File: config.mk
export PLATFORM = sky130hd
export DESIGN_NAME = hsv_to_rgb_converter
export DESIGN_NICKNAME = d
export VERILOG_FILES = /design/src/rtl/hsvrgb_pkg.sv /design/src/rtl/hsvrgb_sector.sv /design/src/rtl/hsvrgb_scale.sv /design/src/rtl/hsvrgb_div.sv /design/src/rtl/hsv_to_rgb_converter.sv
export SDC_FILE = /design/constraint.sdc
export NUM_CORES = 2
export LEC_CHECK = 0
export ABC_AREA = 0
export BUFFER_PORTS_ARGS = -buffer_cell sky130_fd_sc_hd__buf_2
export CORE_ASPECT_RATIO = 1.4
export CORE_MARGIN = 2
export CORE_UTILIZATION = 60
export CTS_BUF_LIST = sky130_fd_sc_hd__clkbuf_8
export DETAILED_ROUTE_END_ITERATION = 8
export PLACE_DENSITY_LB_ADDON = 0.3
export SETUP_SLACK_MARGIN = 0.4
export SYNTH_ARGS = -nofsm -noshare
export SYNTH_HDL_FRONTEND = slang
export SYNTH_SLANG_ARGS = --single-unit
File: constraint.sdc
create_clock -name clk_i -period 13.95 [get_ports clk_i]
set_clock_uncertainty 0.05 [all_clocks]
set_input_delay 2.79 -clock clk_i [delete_from_list [all_inputs] [get_ports clk_i]]
set_output_delay 2.79 -clock clk_i [all_outputs]
set_load 0.02 [all_outputs]
File: src/rtl/hsvrgb_pkg.sv
package hsvrgb_pkg;

  // Field widths
  localparam int unsigned HueW  = 13;
  localparam int unsigned ChanW = 8;

  // Hue fixed point: fraction bits below one degree
  localparam int unsigned HueFracBits = 4;
  localparam int unsigned SectorUnits = 60 << HueFracBits;
  localparam int unsigned TurnUnits   = 360 << HueFracBits;
  localparam int unsigned NumSectors  = 6;
  localparam int unsigned RemW        = $clog2(SectorUnits);

  // Full scale of one sector times 255: 255 * 15 * 2^(HueFracBits+2)
  localparam int unsigned FullScale = 255 * SectorUnits;
  localparam int unsigned FactorW   = $clog2(FullScale + 1);
  localparam int unsigned ProdW     = 2 * ChanW;
  localparam int unsigned NumW      = FactorW + ChanW;

  // Division by FullScale: shift out the power of two, then /15, then /255
  localparam int unsigned ShiftDiv    = HueFracBits + 2;
  localparam int unsigned QuotW       = 20;
  localparam int unsigned Recip15Sh   = 24;
  localparam int unsigned Recip15     = ((1 << Recip15Sh) + 14) / 15;
  localparam int unsigned Recip15W    = $clog2(Recip15 + 1);
  localparam int unsigned RecipProdW  = QuotW + Recip15W;
  localparam int unsigned LevelW      = 16;

  typedef enum logic [2:0] {
    SecRedYellow   = 3'd0,
    SecYellowGreen = 3'd1,
    SecGreenCyan   = 3'd2,
    SecCyanBlue    = 3'd3,
    SecBlueMagenta = 3'd4,
    SecMagentaRed  = 3'd5
  } sector_e;

  typedef struct packed {
    logic [HueW-1:0]  hue;
    logic [ChanW-1:0] saturation;
    logic [ChanW-1:0] brightness;
  } hsv_t;

  typedef struct packed {
    logic [ChanW-1:0] red;
    logic [ChanW-1:0] green;
    logic [ChanW-1:0] blue;
  } rgb_t;

  // After sector split
  typedef struct packed {
    sector_e          sector;
    logic [RemW-1:0]  rem;
    logic [ChanW-1:0] sat;
    logic [ChanW-1:0] val;
  } sec_t;

  // After ramp factors
  typedef struct packed {
    sector_e            sector;
    logic [FactorW-1:0] fq;
    logic [FactorW-1:0] ft;
    logic [ProdW-1:0]   pprod;
    logic [ChanW-1:0]   val;
  } fac_t;

  // After scaling by brightness
  typedef struct packed {
    sector_e          sector;
    logic [NumW-1:0]  nq;
    logic [NumW-1:0]  nt;
    logic [ChanW-1:0] p;
    logic [ChanW-1:0] val;
  } num_t;

  // After division by the sector scale, before the final /255
  typedef struct packed {
    sector_e           sector;
    logic [LevelW-1:0] zq;
    logic [LevelW-1:0] zt;
    logic [ChanW-1:0]  p;
    logic [ChanW-1:0]  val;
  } lvl_t;

  // Exact floor(x/255) for x up to 255*255
  function automatic logic [ChanW-1:0] div255(input logic [ProdW-1:0] x);
    logic [ProdW:0] s;
    s = {1'b0, x} + (ProdW+1)'(x >> ChanW) + (ProdW+1)'(1);
    return s[ProdW-1:ChanW];
  endfunction

endpackage

File: src/rtl/hsvrgb_sector.sv
module hsvrgb_sector (
  input  logic                clk_i,
  input  logic                rst_ni,
  input  logic                valid_i,
  input  hsvrgb_pkg::hsv_t    hsv_i,
  output logic                valid_o,
  output hsvrgb_pkg::sec_t    sec_o
);

  logic             valid_q;
  hsvrgb_pkg::sec_t sec_d, sec_q;
  logic [31:0]      hue_w;
  logic [2:0]       cnt;
  logic [31:0]      base;

  // Wrap, then find the sector by parallel compares against sector bounds
  always_comb begin
    hue_w = 32'(hsv_i.hue);
    if (hue_w >= 32'(hsvrgb_pkg::TurnUnits)) begin
      hue_w = '0;
    end
    cnt = '0;
    for (int k = 1; k < hsvrgb_pkg::NumSectors; k++) begin
      if (hue_w >= 32'(k * hsvrgb_pkg::SectorUnits)) begin
        cnt = 3'(k);
      end
    end
    base = 32'(cnt) * 32'(hsvrgb_pkg::SectorUnits);
    sec_d.sector = hsvrgb_pkg::sector_e'(cnt);
    sec_d.rem    = hsvrgb_pkg::RemW'(hue_w - base);
    sec_d.sat    = hsv_i.saturation;
    sec_d.val    = hsv_i.brightness;
  end

  always_ff @(posedge clk_i or negedge rst_ni) begin
    if (!rst_ni) begin
      valid_q <= 1'b0;
    end else begin
      valid_q <= valid_i;
    end
  end

  always_ff @(posedge clk_i) begin
    sec_q <= sec_d;
  end

  assign valid_o = valid_q;
  assign sec_o   = sec_q;

endmodule

File: src/rtl/hsvrgb_scale.sv
module hsvrgb_scale (
  input  logic                clk_i,
  input  logic                rst_ni,
  input  logic                valid_i,
  input  hsvrgb_pkg::sec_t    sec_i,
  output logic                valid_o,
  output hsvrgb_pkg::num_t    num_o
);

  logic [1:0]                         valid_q;
  hsvrgb_pkg::fac_t                   fac_d, fac_q;
  hsvrgb_pkg::num_t                   num_d, num_q;
  logic [hsvrgb_pkg::FactorW-1:0]     srem;
  logic [hsvrgb_pkg::FactorW-1:0]     sfull;

  // Stage 1: ramp factors 255*D - S*rem and 255*D - S*(D-rem)
  always_comb begin
    srem  = hsvrgb_pkg::FactorW'(sec_i.sat) * hsvrgb_pkg::FactorW'(sec_i.rem);
    sfull = hsvrgb_pkg::FactorW'(sec_i.sat) * hsvrgb_pkg::FactorW'(hsvrgb_pkg::SectorUnits);
    fac_d.sector = sec_i.sector;
    fac_d.fq     = hsvrgb_pkg::FactorW'(hsvrgb_pkg::FullScale) - srem;
    fac_d.ft     = hsvrgb_pkg::FactorW'(hsvrgb_pkg::FullScale) - sfull + srem;
    fac_d.pprod  = hsvrgb_pkg::ProdW'(sec_i.val) *
                   hsvrgb_pkg::ProdW'(8'd255 - sec_i.sat);
    fac_d.val    = sec_i.val;
  end

  // Stage 2: scale by brightness; P finishes here
  always_comb begin
    num_d.sector = fac_q.sector;
    num_d.nq     = hsvrgb_pkg::NumW'(fac_q.val) * hsvrgb_pkg::NumW'(fac_q.fq);
    num_d.nt     = hsvrgb_pkg::NumW'(fac_q.val) * hsvrgb_pkg::NumW'(fac_q.ft);
    num_d.p      = hsvrgb_pkg::div255(fac_q.pprod);
    num_d.val    = fac_q.val;
  end

  always_ff @(posedge clk_i or negedge rst_ni) begin
    if (!rst_ni) begin
      valid_q <= '0;
    end else begin
      valid_q <= {valid_q[0], valid_i};
    end
  end

  always_ff @(posedge clk_i) begin
    fac_q <= fac_d;
    num_q <= num_d;
  end

  assign valid_o = valid_q[1];
  assign num_o   = num_q;

endmodule

File: src/rtl/hsvrgb_div.sv
module hsvrgb_div (
  input  logic                clk_i,
  input  logic                rst_ni,
  input  logic                valid_i,
  input  hsvrgb_pkg::num_t    num_i,
  output logic                valid_o,
  output hsvrgb_pkg::lvl_t    lvl_o
);

  logic                                  valid_q;
  hsvrgb_pkg::lvl_t                      lvl_d, lvl_q;
  logic [hsvrgb_pkg::QuotW-1:0]          yq, yt;
  logic [hsvrgb_pkg::RecipProdW-1:0]     mq, mt;
  logic [hsvrgb_pkg::Recip15W-1:0]       recip;

  // Drop the power-of-two part of the scale, then /15 by reciprocal multiply
  always_comb begin
    recip = hsvrgb_pkg::Recip15W'(hsvrgb_pkg::Recip15);
    yq    = hsvrgb_pkg::QuotW'(num_i.nq >> hsvrgb_pkg::ShiftDiv);
    yt    = hsvrgb_pkg::QuotW'(num_i.nt >> hsvrgb_pkg::ShiftDiv);
    mq    = hsvrgb_pkg::RecipProdW'(yq) * hsvrgb_pkg::RecipProdW'(recip);
    mt    = hsvrgb_pkg::RecipProdW'(yt) * hsvrgb_pkg::RecipProdW'(recip);
    lvl_d.sector = num_i.sector;
    lvl_d.zq     = hsvrgb_pkg::LevelW'(mq >> hsvrgb_pkg::Recip15Sh);
    lvl_d.zt     = hsvrgb_pkg::LevelW'(mt >> hsvrgb_pkg::Recip15Sh);
    lvl_d.p      = num_i.p;
    lvl_d.val    = num_i.val;
  end

  always_ff @(posedge clk_i or negedge rst_ni) begin
    if (!rst_ni) begin
      valid_q <= 1'b0;
    end else begin
      valid_q <= valid_i;
    end
  end

  always_ff @(posedge clk_i) begin
    lvl_q <= lvl_d;
  end

  assign valid_o = valid_q;
  assign lvl_o   = lvl_q;

endmodule

File: src/rtl/hsv_to_rgb_converter.sv
// HSV to RGB converter, fully pipelined. A hue/saturation/value triple is
// taken on every cycle that start is high; busy never rises, so the block
// accepts one item per clock with no gaps. Each result appears on rgb_o
// for one cycle with done_o high, after its register stages (sector split,
// ramp factors, brightness scaling, divide by the sector scale, final
// /255 and channel select), in input order. The receiver
// cannot stall the pipeline and must take every result as it comes. Hue is
// in 1/16 degree units and wraps to zero at 360 degrees or more; channels
// are truncated toward zero.
module hsv_to_rgb_converter (
  input  logic                clk_i,
  input  logic                rst_ni,
  input  logic                start,
  output logic                busy,
  input  hsvrgb_pkg::hsv_t    hsv_i,
  output logic                done_o,
  output hsvrgb_pkg::rgb_t    rgb_o
);

  logic             sec_valid, num_valid, lvl_valid;
  hsvrgb_pkg::sec_t sec;
  hsvrgb_pkg::num_t num;
  hsvrgb_pkg::lvl_t lvl;

  logic                         done_q;
  hsvrgb_pkg::rgb_t             rgb_d, rgb_q;
  logic [hsvrgb_pkg::ChanW-1:0] q_lvl, t_lvl;

  // Pipeline always advances
  assign busy = 1'b0;

  hsvrgb_sector u_sector (
    .clk_i   (clk_i),
    .rst_ni  (rst_ni),
    .valid_i (start),
    .hsv_i   (hsv_i),
    .valid_o (sec_valid),
    .sec_o   (sec)
  );

  hsvrgb_scale u_scale (
    .clk_i   (clk_i),
    .rst_ni  (rst_ni),
    .valid_i (sec_valid),
    .sec_i   (sec),
    .valid_o (num_valid),
    .num_o   (num)
  );

  hsvrgb_div u_div (
    .clk_i   (clk_i),
    .rst_ni  (rst_ni),
    .valid_i (num_valid),
    .num_i   (num),
    .valid_o (lvl_valid),
    .lvl_o   (lvl)
  );

  // Final /255 and per-sector channel assignment
  always_comb begin
    q_lvl = hsvrgb_pkg::div255(lvl.zq);
    t_lvl = hsvrgb_pkg::div255(lvl.zt);
    unique case (lvl.sector)
      hsvrgb_pkg::SecRedYellow: begin
        rgb_d = '{red: lvl.val, green: t_lvl, blue: lvl.p};
      end
      hsvrgb_pkg::SecYellowGreen: begin
        rgb_d = '{red: q_lvl, green: lvl.val, blue: lvl.p};
      end
      hsvrgb_pkg::SecGreenCyan: begin
        rgb_d = '{red: lvl.p, green: lvl.val, blue: t_lvl};
      end
      hsvrgb_pkg::SecCyanBlue: begin
        rgb_d = '{red: lvl.p, green: q_lvl, blue: lvl.val};
      end
      hsvrgb_pkg::SecBlueMagenta: begin
        rgb_d = '{red: t_lvl, green: lvl.p, blue: lvl.val};
      end
      default: begin
        rgb_d = '{red: lvl.val, green: lvl.p, blue: q_lvl};
      end
    endcase
  end

  always_ff @(posedge clk_i or negedge rst_ni) begin
    if (!rst_ni) begin
      done_q <= 1'b0;
    end else begin
      done_q <= lvl_valid;
    end
  end

  always_ff @(posedge clk_i) begin
    rgb_q <= rgb_d;
  end

  assign done_o = done_q;
  assign rgb_o  = rgb_q;

endmodule
After elaboration in Yosys (flattened, before gate mapping)
Index checks and enable logic that the tools add are counted.
W data, S select, Z words.
Cells by class
  add/sub/neg operators: 11
  reductions and logical operators: 1
  equal/unequal tests: 4
  shift-type cells: 0
  divide/modulo/power cells: 0
  multiply operators: 8
  $lt $le $gt $ge: 6
  multiplexer cells: 7
  bitwise operators: 0
Operators with widths (number)
  $pmux W24 S5: 1
  $mul A20 B20 Y39 const B: 2
  $mul A8 B18 Y26: 2
  $add A16 B1 Y16 const B: 3
  $add A16 B8 Y16: 3
  $sub A18 B18 Y18 const A: 2
  $ge A13 B12 Y1 const B: 2
  $ge A13 B13 Y1 const B: 2
  $add A18 B18 Y18: 1
  $mul A8 B10 Y18: 1
  $mul A8 B16 Y16: 1
  $ge A13 B10 Y1 const B: 1
  $ge A13 B11 Y1 const B: 1
  $mux W13: 1
  $mul A8 B4 Y12 const B: 1
  $sub A10 B10 Y10: 1
  $sub A8 B8 Y9 const A: 1
  $eq A3 B2 Y1 const B: 2
  $mux W3: 2
  $mul A3 B4 Y4 const B: 1
  $mux W2: 2
  $eq A3 B1 Y1 const B: 1
  $eq A3 B3 Y1 const B: 1
  $logic_not A3 Y1: 1
  $mux W1: 1
Word-level totals
  input port bits: 32
  bits in writable memories: 0
  memories kept: 0
  latch bits: 0
  logic and storage cells: 63
  memory bits (read-only): 0
  flip-flop bits (word level): 243
  output and inout port bits: 26

Depth between registers and ports, before layout
  depth after elaboration: 10
  gate-level depth with buffers: 26
  depth with buffers taken out: 25

By module
A second synthesis with hierarchy kept.
Unflattened totals
  cells, all modules: 3144
  area, all modules: 29520.8 sq um
Modules (own cells, without submodules)
  hsvrgb_scale: cells each 1966, seq. area each 2692.6 sq um, area each 18245.0 sq um, instances 1
  hsvrgb_div: cells each 782, seq. area each 1046.0 sq um, area each 7921.3 sq um, instances 1
  hsv_to_rgb_converter: cells each 305, seq. area each 505.5 sq um, area each 2299.7 sq um, instances 1
  hsvrgb_sector: cells each 91, seq. area each 605.6 sq um, area each 1054.8 sq um, instances 1

Worst setup path before layout
OpenSTA, ideal clock, no wires.
  path kind: reg-to-reg
  start: reg u_sector.sec_q (netlist bit u_sector.sec_o[14])
  end: reg u_scale.fac_q[41] (netlist bit)
  period minus slack after synthesis: 6159 ps
  required time: 13780 ps
  setup slack: 7791 ps
  arrival time: 5988 ps
  buffers on the path: 1
  cell stages (with the launch flop): 23
  library setup time: 120 ps
  path through: dfxtp_1 > clkbuf_1 > and2_1 > fa_1 > fa_1 > fa_1 > inv_1 > fa_1 > inv_1 > ha_1 > a21o_1 > a31o_2 > a41o_1 > a211oi_1 > nor2_1 > a311oi_1 > ha_1 > xor2_1 > or4_1 > o311ai_0 > nor3_1 > xor2_1 > xnor2_1
RTL lines
  start, declared: RTL line hsvrgb_sector.sv:11  | hsvrgb_pkg::sec_t sec_d, sec_q;
  start signal, assigned: RTL line hsvrgb_sector.sv:44  | sec_q <= sec_d;
  end signal, assigned: RTL line hsvrgb_scale.sv:46  | fac_q <= fac_d;
  end, declared: RTL line hsvrgb_scale.sv:11  | hsvrgb_pkg::fac_t fac_d, fac_q;

==> impl_metrics.yaml <==
layout:
  syn_to_final_growth_pct: 6.38
  final_nets: 3951
  drive_gt1_frac: 0.0492
  fill_cells: 3828
  layout.cells.non_filler: 3715
  n_antenna_cell: 0
cts:
  hold_buffers: 0
  clock_tree.root_cell: "clkbuf_8"
  cts-htree-levels: 2
  clock_sinks: 230
  clkSlewWorstSetupHoldPaths_ns: 0.07
  clk_path_buf_depth: 3
  cts_resized: 0
  clkLatencyLatePin_ns: 0.61
  cts_setup_buffers: 0
  cts_buffers: 38
  cts_tree: "built"
logic_synthesis:
  syn_area_per_cell_sq_um: 9.37
  async_flop_share: 0.0217
  synth_area_leader_cell: "fa_1"
  yosys_warnings: 0
  yosysUniqueCellTypes: 81
  syn_area_sq_um: 28200
  synthCells: 3012
  synth_nets: 3898
  ys_ff_latch: 230
  synthFlopType: "dfxtp_1"
  synth_area_leaders: "fa_1, ha_1, dfxtp_1, inv_1, and2_1"
  yosys.area.top_type_share: 0.253
  synth_edf_count: 0
  synth-seq-area-share: 0.164
detailed_routing:
  drcViolationCount: 0
  drt_iter0_drc: 801
  routedWlPerCell_um: 16.2
  vias: 20400
  avgViaCountPerCell: 5.48
  ant_nets: 0
  drt-total-wl_um: 60100
  dr.pass1.iters: 5
placed_design:
  post-dp-hpwl_um: 50500
  place_congestion: 0.901
  pre_cts_ws_ns: 7.16
  port_buffers: 56
  dp.cells: 3648
global_route:
  grt_max_degree: 37
  overflow: 0
  grt_antenna_before_repair: 0
  grt_pass1_wl_um: 102000
  grt_pass1_vias: 22300
  grtUsageTotal: 0.259
floorplanning:
  dieArea_sq_um: 48800
  fp-row-count: 94
  start_util: 0.604
  core-area_sq_um: 46700
  chipHeight_um: 261
  io_pins: 58
  die_x_um: 187
outcome:
  outcome: "finished clean"
worst_hold_path:
  min_path_cells: 0
  hp-class: "flop to flop"
timing:
  setup_ws_ns: 7.21
  tightest_slew_ns: 0.966
  period_needed_ns: 6.74
  slew_violations: 0
  rsz0062_at_grt: "false"
  setup_viol_count_final: 0
  relSlewSlack: 0.355
  fmax_mhz: 148
  period_share: 0.483
  finalHoldViolations: 0
  fin_tns_setup_ns: 0
critical_path:
  cp_data_required_time_ns: 14.40
  cp.arrival_ns: 7.19
  crit_path_max_fanout: 22
  reg2reg_depth: 21
  critPathLaunchType: "flop"
  crit_type: "flop to flop"
  critPathCaptureType: "flop"
run:
  drv_cap: 0
## cell usage after synthesis, types with 24 or more instances
| cell type | n |
|---|---|
| inv_1 | 565 |
| ha_1 | 497 |
| fa_1 | 357 |
| nand2_1 | 264 |
| dfxtp_1 | 225 |
| and2_1 | 190 |
| xnor2_1 | 105 |
| a21oi_1 | 104 |
| nor2_1 | 101 |
| o21ai_0 | 72 |
| clkbuf_1 | 51 |
| a21o_1 | 50 |
| nor2b_1 | 45 |
| xor2_1 | 45 |
| nand2b_1 | 28 |
| o21a_1 | 27 |
| nand3_1 | 24 |
## layout make-up
| type | instances | area [sq um] | share of cell area |
|---|---|---|---|
| multi-input combinational | 2162 | 21300 | 0.708 |
| clock buffer | 47 | 647 | 0.0216 |
| tap | 624 | 781 | 0.0260 |
| sequential | 230 | 4630 | 0.154 |
| clock inverter | 19 | 218 | 0.00725 |
| timing repair buffer | 67 | 360 | 0.0120 |
| inverter | 566 | 2120 | 0.0708 |
## placed cells by master (no fill, tap or decap), types with 13 or more instances in the layout
master / instances
a211oi_1: 15
a21o_1: 50
a21oi_1: 104
and2_1: 190
buf_2: 56
clkbuf_8: 47
dfxtp_1: 225
fa_1: 357
ha_1: 497
inv_1: 568
nand2_1: 264
nand2b_1: 28
nand3_1: 24
nor2_1: 101
nor2b_1: 45
nor3_1: 23
o211ai_1: 16
o21a_1: 27
o21ai_0: 72
o21bai_1: 17
or3_1: 13
xnor2_1: 105
xor2_1: 45
## cell families after synthesis
logic type      synth area share
compound gates            0.0959
buf+inv                   0.0826
flops                      0.164
fa+ha+maj                  0.474
simple gates               0.133
xor+xnor                  0.0466
other cells             0.000133
mux                      0.00439
## sequential cells by signal (all words and copies together), names as in the netlist
| name | flops |
|---|---|
| rgb_o | 24 |
| u_scale.num_o | 59 |
| u_div.valid_o | 1 |
| u_scale.fac_q | 62 |
| u_scale.valid_q | 2 |
| u_sector.sec_o | 29 |
| u_sector.valid_o | 1 |
| done_o | 1 |
| u_div.lvl_o | 51 |
## layer usage
| metal | vias up | routed length, um | GRT usage |
|---|---|---|---|
| met5 | - | 0 | 0 |
| met2 | 414 | 32100 | 0.501 |
| met4 | 0 | 3400 | 0.145 |
| met1 | 9969 | 22500 | 0.270 |
| li1 | 9798 | - | - |
| met3 | 179 | 2130 | 0.0312 |
## worst max-delay path: stages (launching register included)
cell	delay (ns)
dfxtp_1	0.95
and2_1	0.26
fa_1	0.44
fa_1	0.47
fa_1	0.56
inv_1	0.06
fa_1	0.52
inv_1	0.04
ha_1	0.35
a21o_1	0.19
a31o_2	0.22
a41o_1	0.29
a211oi_1	0.36
nor2_1	0.09
a311oi_1	0.51
ha_1	0.25
xor2_1	0.10
or4_1	0.42
o311ai_0	0.10
nor3_1	0.09
xor2_1	0.16
xnor2_1	0.14
## metrics by stage
stage / cell area [sq um] / util / hold slack [ns]
after floorplan: 28200 / - / 0.260
after global placement: 29100 / 0.624 / 0.261
after detailed placement: 29100 / 0.624 / 0.262
after CTS: 30000 / 0.643 / 0.278
after global routing: 30000 / 0.643 / 0.284
final: 30000 / 0.643 / 0.277
## final timing paths
check	startpoint	end	slack (ns)
max in group asynchronous	rst_ni	done_o	11.78
hold reg to reg	u_sector.sec_o[26]	u_scale.fac_q[60]	0.28
setup / recovery	u_sector.sec_o[11]	u_scale.fac_q[41]	7.21
setup reg to reg	u_sector.sec_o[11]	u_scale.fac_q[41]	7.21
min in group asynchronous	rst_ni	u_scale.valid_q[0]	1.94
hold / removal	u_sector.sec_o[26]	u_scale.fac_q[60]	0.28
Power is not shown: default switching activity piles up to over one toggle a cycle in this logic, so the estimate is an artifact.
